`src/rtl/assert_macros.svh`:
```
// assertion macros used by the top-level rtl file
`ifndef ASSERT_MACROS_SVH
`define ASSERT_MACROS_SVH

// property checked on the rising clock edge, off while reset is low
`define ASSERT_CLK(lbl, clk, rst_n, prop, msg) \
    lbl: assert property (@(posedge clk) disable iff (!(rst_n)) (prop)) else $error(msg);

// condition that must never hold outside reset
`define ASSERT_NEVER(lbl, clk, rst_n, cond, msg) \
    `ASSERT_CLK(lbl, clk, rst_n, !(cond), msg)

`endif

```
`src/rtl/csbc_pkg.sv`:
```
// shared constants and types for the clip space box cull block
package csbc_pkg;

    localparam int CORNERS    = 8;
    localparam int CNT_W      = 3;
    localparam int ENTRY_W    = 16;
    localparam int ROW_W      = 64;
    localparam int ONE_SHIFT  = 6;
    localparam int NUM_PLANES = 6;
    localparam int CFG_IDX_W  = 2;

    typedef enum logic [CFG_IDX_W-1:0] {
        CFG_ROW_X = 2'd0,
        CFG_ROW_Y = 2'd1,
        CFG_ROW_Z = 2'd2,
        CFG_ROW_W = 2'd3
    } t_cfg_idx;

    // plane bit positions in the mask
    localparam int PL_POS_X = 0;
    localparam int PL_NEG_X = 1;
    localparam int PL_POS_Y = 2;
    localparam int PL_NEG_Y = 3;
    localparam int PL_POS_Z = 4;
    localparam int PL_NEG_Z = 5;

endpackage

```
`src/rtl/csbc_row_dot.sv`:
```
// one matrix row times (x, y, z, 1): registered products, then registered sum
module csbc_row_dot #(
    parameter int COORD_WIDTH = 16
) (
    input  logic                          i_clk,
    input  logic signed [COORD_WIDTH-1:0] i_x,
    input  logic signed [COORD_WIDTH-1:0] i_y,
    input  logic signed [COORD_WIDTH-1:0] i_z,
    input  logic [csbc_pkg::ROW_W-1:0]    i_row,
    output logic signed [COORD_WIDTH+17:0] o_clip
);
    import csbc_pkg::*;

    localparam int PROD_W = COORD_WIDTH + ENTRY_W;
    localparam int SUM_W  = PROD_W + 2;

    logic signed [ENTRY_W-1:0] e0, e1, e2, e3;
    logic signed [PROD_W-1:0]  n_prod [4];
    logic signed [PROD_W-1:0]  r_prod [4];
    logic signed [SUM_W-1:0]   n_clip;
    logic signed [SUM_W-1:0]   r_clip;

    assign e0 = signed'(i_row[ENTRY_W-1:0]);
    assign e1 = signed'(i_row[2*ENTRY_W-1:ENTRY_W]);
    assign e2 = signed'(i_row[3*ENTRY_W-1:2*ENTRY_W]);
    assign e3 = signed'(i_row[4*ENTRY_W-1:3*ENTRY_W]);

    always_comb begin
        n_prod[0] = PROD_W'(i_x) * PROD_W'(e0);
        n_prod[1] = PROD_W'(i_y) * PROD_W'(e1);
        n_prod[2] = PROD_W'(i_z) * PROD_W'(e2);
        // constant one is 1.0 in q10.6, so a shift
        n_prod[3] = signed'({{(COORD_WIDTH-ONE_SHIFT){e3[ENTRY_W-1]}}, e3,
                             {ONE_SHIFT{1'b0}}});
    end

    always_ff @(posedge i_clk) begin
        r_prod <= n_prod;
    end

    assign n_clip = SUM_W'(r_prod[0]) + SUM_W'(r_prod[1])
                  + SUM_W'(r_prod[2]) + SUM_W'(r_prod[3]);

    always_ff @(posedge i_clk) begin
        r_clip <= n_clip;
    end

    assign o_clip = r_clip;

endmodule

```
`config.mk`:
```
export PLATFORM = sky130hd
export DESIGN_NAME = csbc_row_dot
export DESIGN_NICKNAME = d
export VERILOG_FILES = /design/src/rtl/assert_macros.svh /design/src/rtl/csbc_pkg.sv /design/src/rtl/csbc_row_dot.sv
export SDC_FILE = /design/constraint.sdc
export NUM_CORES = 2
export LEC_CHECK = 0
export ABC_AREA = 0
export BUFFER_PORTS_ARGS = -buffer_cell sky130_fd_sc_hd__buf_2
export CORE_ASPECT_RATIO = 0.6
export CORE_MARGIN = 10
export CORE_UTILIZATION = 35
export CTS_CLUSTER_SIZE = 12
export DETAILED_ROUTE_END_ITERATION = 10
export GPL_TIMING_DRIVEN = 0
export PLACE_DENSITY = 0.54
export SLEW_MARGIN = 10
export SYNTH_ARGS = -nofsm -noshare
export SYNTH_HDL_FRONTEND = slang
export SYNTH_SLANG_ARGS = --single-unit
```
`constraint.sdc`:
```
create_clock -name i_clk -period 7.4 [get_ports i_clk]
set_input_delay 0.74 -clock i_clk [delete_from_list [all_inputs] [get_ports i_clk]]
set_output_delay 0.74 -clock i_clk [all_outputs]
set_load 0.03 [all_outputs]
```
# Yosys cells after proc, flatten, opt, wreduce, memory -nomap -nowiden
# Index checks and enable logic that the tools add are counted.
# word_totals
register_bits,146
latchBits,0
ramBits,0
mem_bits_ro,0
mem_count,0
# op_classes
add_sub_neg,3
multipliers,3
div,0
order_cmp,0
eq_ne,0
shift,0
n_mux,0
n_bitwise,0
reduce_logical,0
# op_table
cell,n
$mul 16x16->32,3
$add 33x32->34,1
$add 34x22->34,1
$add 32x32->33,1

# Depth between registers and ports, before layout
# logic_depth
ltp_word,3
mapped_depth,24

# Worst setup path before layout
# OpenSTA, ideal clock, no wires.
# synth_timing
path_kind,in2reg
startpoint,input i_y[11]
endpoint,register r_prod[95] (netlist bit)
setup_ps,123
arrival_time_ps,6409
path_slack_ps,868
path_stages,22
n_path_buf,2
path_cell_list,clkbuf_1 nand2_1 fa_1 fa_1 fa_1 inv_1 fa_1 fa_1 inv_1 fa_1 inv_1 ha_1 clkbuf_1 a21oi_1 a21boi_0 a211oi_1 a21boi_2 o32ai_1 o41a_1 a221o_1 a221oi_2 xnor2_1
# synth_rtl
item,line,rtl
"start, declared",csbc_row_dot.sv:7,"input logic signed [COORD_WIDTH-1:0] i_y,"
"end signal, assigned",csbc_row_dot.sv:38,r_prod <= n_prod;
"end, declared",csbc_row_dot.sv:19,logic signed [PROD_W-1:0] r_prod [4];

==> metrics.json <==
{
  "critical_path": {
    "startpoint_class": "primary input",
    "path_buf_inv": 7,
    "setup.reg_to_reg.worst_slack_ns": 2.51,
    "max_stage_delay_ns": 0.61,
    "number_of_cells_on_the_worst_reg_to_reg_path": 10,
    "critical_path.max_fanout": 10,
    "chain_of_cells_forming_the_critical_path": "buf_2 -> clkbuf_1 -> nand2_1 -> fa_1 -> inv_1 -> fa_1 -> inv_1 -> fa_1 -> inv_1 -> fa_1 -> fa_1 -> inv_1 -> fa_1 -> inv_1 -> ha_1 -> nand2_1 -> nor2_1 -> a211oi_1 -> a21boi_4 -> o32ai_1 -> o41a_1 -> a221o_2 -> a221oi_2 -> xnor2_1",
    "endpoint_type_of_the_worst_setup_path": "flip-flop",
    "setup.worst_path.class": "in2reg",
    "crit-reg2reg-launch": "r_prod[21]",
    "critical-path-top-delay-family": "adder cells",
    "cp_num_cells": 24,
    "slowest_stage_cell_crit_path": "sky130_fd_sc_hd__fa_1",
    "reg_to_reg_endpoint": "o_clip[32]",
    "cp_data_arrival_time_ns": 7.60,
    "critPathMostFrequentCell": "sky130_fd_sc_hd__fa_1",
    "worst-endpoint-required_ns": 7.77
  },
  "sta": {
    "report.final.slew_viol_count": 0,
    "timing_worst_slew_pin_value_ns": 1.149,
    "setup_viol": 0,
    "grt_setup_unrepaired": "true",
    "maxClockFrequency_mhz": 138.4,
    "final.setup.tns_ns": 0,
    "worst_clock_skew_ns": 0.03078,
    "post-route-min-period_ns": 7.227,
    "period_share_pct": 97.66,
    "slew-limit-headroom_pct": 22.37,
    "timing_hold_violations_final": 0
  },
  "drt": {
    "routed_wire_length_per_instance_um": 18.83,
    "first_iter_violations": 1814,
    "post-route-drc-count": 0,
    "drt_via_density": 4.674,
    "drtAntennaViolNets": 0,
    "vias": 23900,
    "wl_mm": 96.30,
    "first_pass_iters": 5
  },
  "cells_and_area": {
    "layout_commonest_cell": "sky130_fd_sc_hd__inv_1",
    "net_count_final": 5028,
    "commonest_cells_after_routing_fill_and_taps_aside": "sky130_fd_sc_hd__inv_1, sky130_fd_sc_hd__fa_1, sky130_fd_sc_hd__nand2_1",
    "drive_above_1_share_pct": 5.538,
    "layout.cell_area.non_filler_um2": 38010,
    "finished_core_util_pct": 38.49,
    "final.fill_count": 10020,
    "area_delta_synth_final_pct": 8.635
  },
  "global_routing": {
    "grt_most_used_layer": "met1",
    "gr-usage-all-layers_pct": 17.92,
    "first_pass_grt_wire_length_mm": 157.7,
    "globalRoute.totalOverflow": 0,
    "initial_antenna_violation_count": 6,
    "grt_max_degree": 17,
    "use_met1_pct": 29.36,
    "grt_pass1_vias": 25900,
    "grt.met3_usage_pct": 5.495,
    "globalRouteMet2Util_pct": 22.55
  },
  "synth": {
    "yosysUniqueCellTypes": 64,
    "synth_warnings": 0,
    "synth_adder_area_share_pct": 58.48,
    "postSynthRegisterBits": 146,
    "synth_simple_gate_area_share_pct": 13.86,
    "post_synthesis_share_of_cell_area_spent_on_xor_and_xnor_gates_pct": 3.329,
    "main_combinational_cell_family_by_area_after_synthesis": "adder cells",
    "synth_area_leaders": "sky130_fd_sc_hd__fa_1, sky130_fd_sc_hd__ha_1, sky130_fd_sc_hd__inv_1",
    "postSynth.asyncResetShare_pct": 0,
    "yosysSeqAreaShare_pct": 8.353,
    "synthesis.area_um2": 34990,
    "synth_compound_area_share_pct": 5.367,
    "yosys_most_used_dff": "sky130_fd_sc_hd__dfxtp_1",
    "post_synth_mux_area_share_pct": 0.02861,
    "syn-mean-instance-area_um2": 9.595,
    "synth_area_leader_cell": "sky130_fd_sc_hd__fa_1",
    "synth_enable_flop_cells": 0,
    "yosys.area.top_type_share_pct": 48.40,
    "netlist_instances": 3647,
    "postSynthNetCount": 4888
  },
  "placed_design": {
    "port-buffer-count": 146,
    "place_area_um2": 37370,
    "gp_weighted_congestion": 0.9655,
    "detailed_place_hpwl_mm": 89.07
  },
  "floorplan": {
    "chipHeight_um": 264.9,
    "rows": 89,
    "initial_utilization_pct": 35.43,
    "chipWidth_um": 428.2,
    "boundaryPins": 147,
    "core_region_area_um2": 98770,
    "floorplan.die_area_um2": 113400
  },
  "flow_run": {
    "drv.max_cap_violation_count": 0
  },
  "clocking": {
    "cts.sink_count": 146,
    "postCtsSetupBuffers": 0,
    "clock_tree.buffer_depth": 3,
    "cts_made_buffers": 25,
    "cts_tree": "yes",
    "clockRootBuffer": "sky130_fd_sc_hd__clkbuf_16",
    "cts.reportedPaths.clkPinSlew_ns": 0.06,
    "h-tree-depth": 4,
    "clock_insertion_delay_worst_skew_ns": 0.50
  },
  "worst_hold_path": {
    "number_of_cells_on_the_worst_hold_path": 1,
    "min_from": "i_row[52]",
    "hold_end": "r_prod[10]",
    "hold_class": "in2reg"
  },
  "status": {
    "status": "completed"
  }
}
flip-flops by register name (all words and copies together) (netlist names):
| signal | cells |
|---|---|
| o_clip | 34 |
| r_prod | 112 |
worst max-delay path by stage:
| stage | start | to |
|---|---|---|
| global placement | i_y[5] | r_prod[94] |
| global route | i_z[5] | r_prod[56] |
| CTS | i_row[18] | r_prod[95] |
| detailed placement | i_y[5] | r_prod[94] |
| finish | i_row[23] | r_prod[95] |
| floorplan | i_y[11] | r_prod[95] |
cell type report:
type	instances	area (µm²)	area share, %
antenna	3	7.507	0.01975
buffer	69	280.3	0.7373
clock buffer	27	653.1	1.718
clock inverter	5	52.55	0.1382
inverter	884	3318	8.729
multi-input combinational	2515	28400	74.71
sequential	146	2923	7.689
tap	1319	1650	4.341
timing repair buffer	146	730.7	1.922
synthesized netlist by cell type (14+ instances only):
cell	number
sky130_fd_sc_hd__inv_1	884
sky130_fd_sc_hd__nand3_1	16
sky130_fd_sc_hd__and2_1	376
sky130_fd_sc_hd__fa_1	846
sky130_fd_sc_hd__nand2_1	385
sky130_fd_sc_hd__o21ai_0	42
sky130_fd_sc_hd__nor2_1	109
sky130_fd_sc_hd__nand2b_1	22
sky130_fd_sc_hd__dfxtp_1	146
sky130_fd_sc_hd__a21o_1	44
sky130_fd_sc_hd__a21oi_1	74
sky130_fd_sc_hd__nor3_1	16
sky130_fd_sc_hd__nand4_1	14
sky130_fd_sc_hd__o21a_1	16
sky130_fd_sc_hd__ha_1	282
sky130_fd_sc_hd__xor2_1	27
sky130_fd_sc_hd__clkbuf_1	100
sky130_fd_sc_hd__xnor2_1	106
sky130_fd_sc_hd__o21bai_1	20
metrics by stage:
step	instances	hold WS [ns]	setup slack [ns]
detailed placement	5112	0.5652	-0.9412
CTS	5137	0.3248	0.02912
global route	5113	0.3246	-0.1383
finish	5114	0.3479	0.1729
global placement	5112	0.5673	-0.9109
floorplan	3647	0.5491	0.8678
kinds of logic after synthesis:
family,Yosys count
mux,1
compound gates,278
fa+ha+maj,1128
flops,146
xor+xnor,133
simple gates,975
buf+inv,986
worst reg2reg max path, stage by stage, from the launching register on:
cell	delay, ns
sky130_fd_sc_hd__dfxtp_1	0.86
sky130_fd_sc_hd__fa_1	0.56
sky130_fd_sc_hd__fa_1	0.45
sky130_fd_sc_hd__ha_1	0.30
sky130_fd_sc_hd__clkbuf_1	0.29
sky130_fd_sc_hd__nand4_1	0.25
sky130_fd_sc_hd__o41ai_1	1.07
sky130_fd_sc_hd__o31ai_1	0.34
sky130_fd_sc_hd__a31oi_1	0.43
sky130_fd_sc_hd__o41ai_1	0.12
sky130_fd_sc_hd__xnor2_1	0.13
metal layers:
metal	vias to the layer above	share of wire, %	wire, µm
met1	12070	53	51160
met2	722	37	35530
met5	-	0	0
met3	48	8.9	8618
met4	0	1.0	992
li1	11060	-	-
timing repair:
item,in CTS,in global routing
gates cloned,0,0
hold endpoints to repair,0,0
hold buffers,0,0
gates resized for setup,9,23
setup endpoints to repair,10,18
Power is not shown: default switching activity piles up to over one toggle a cycle in this logic, so the estimate is an artifact.
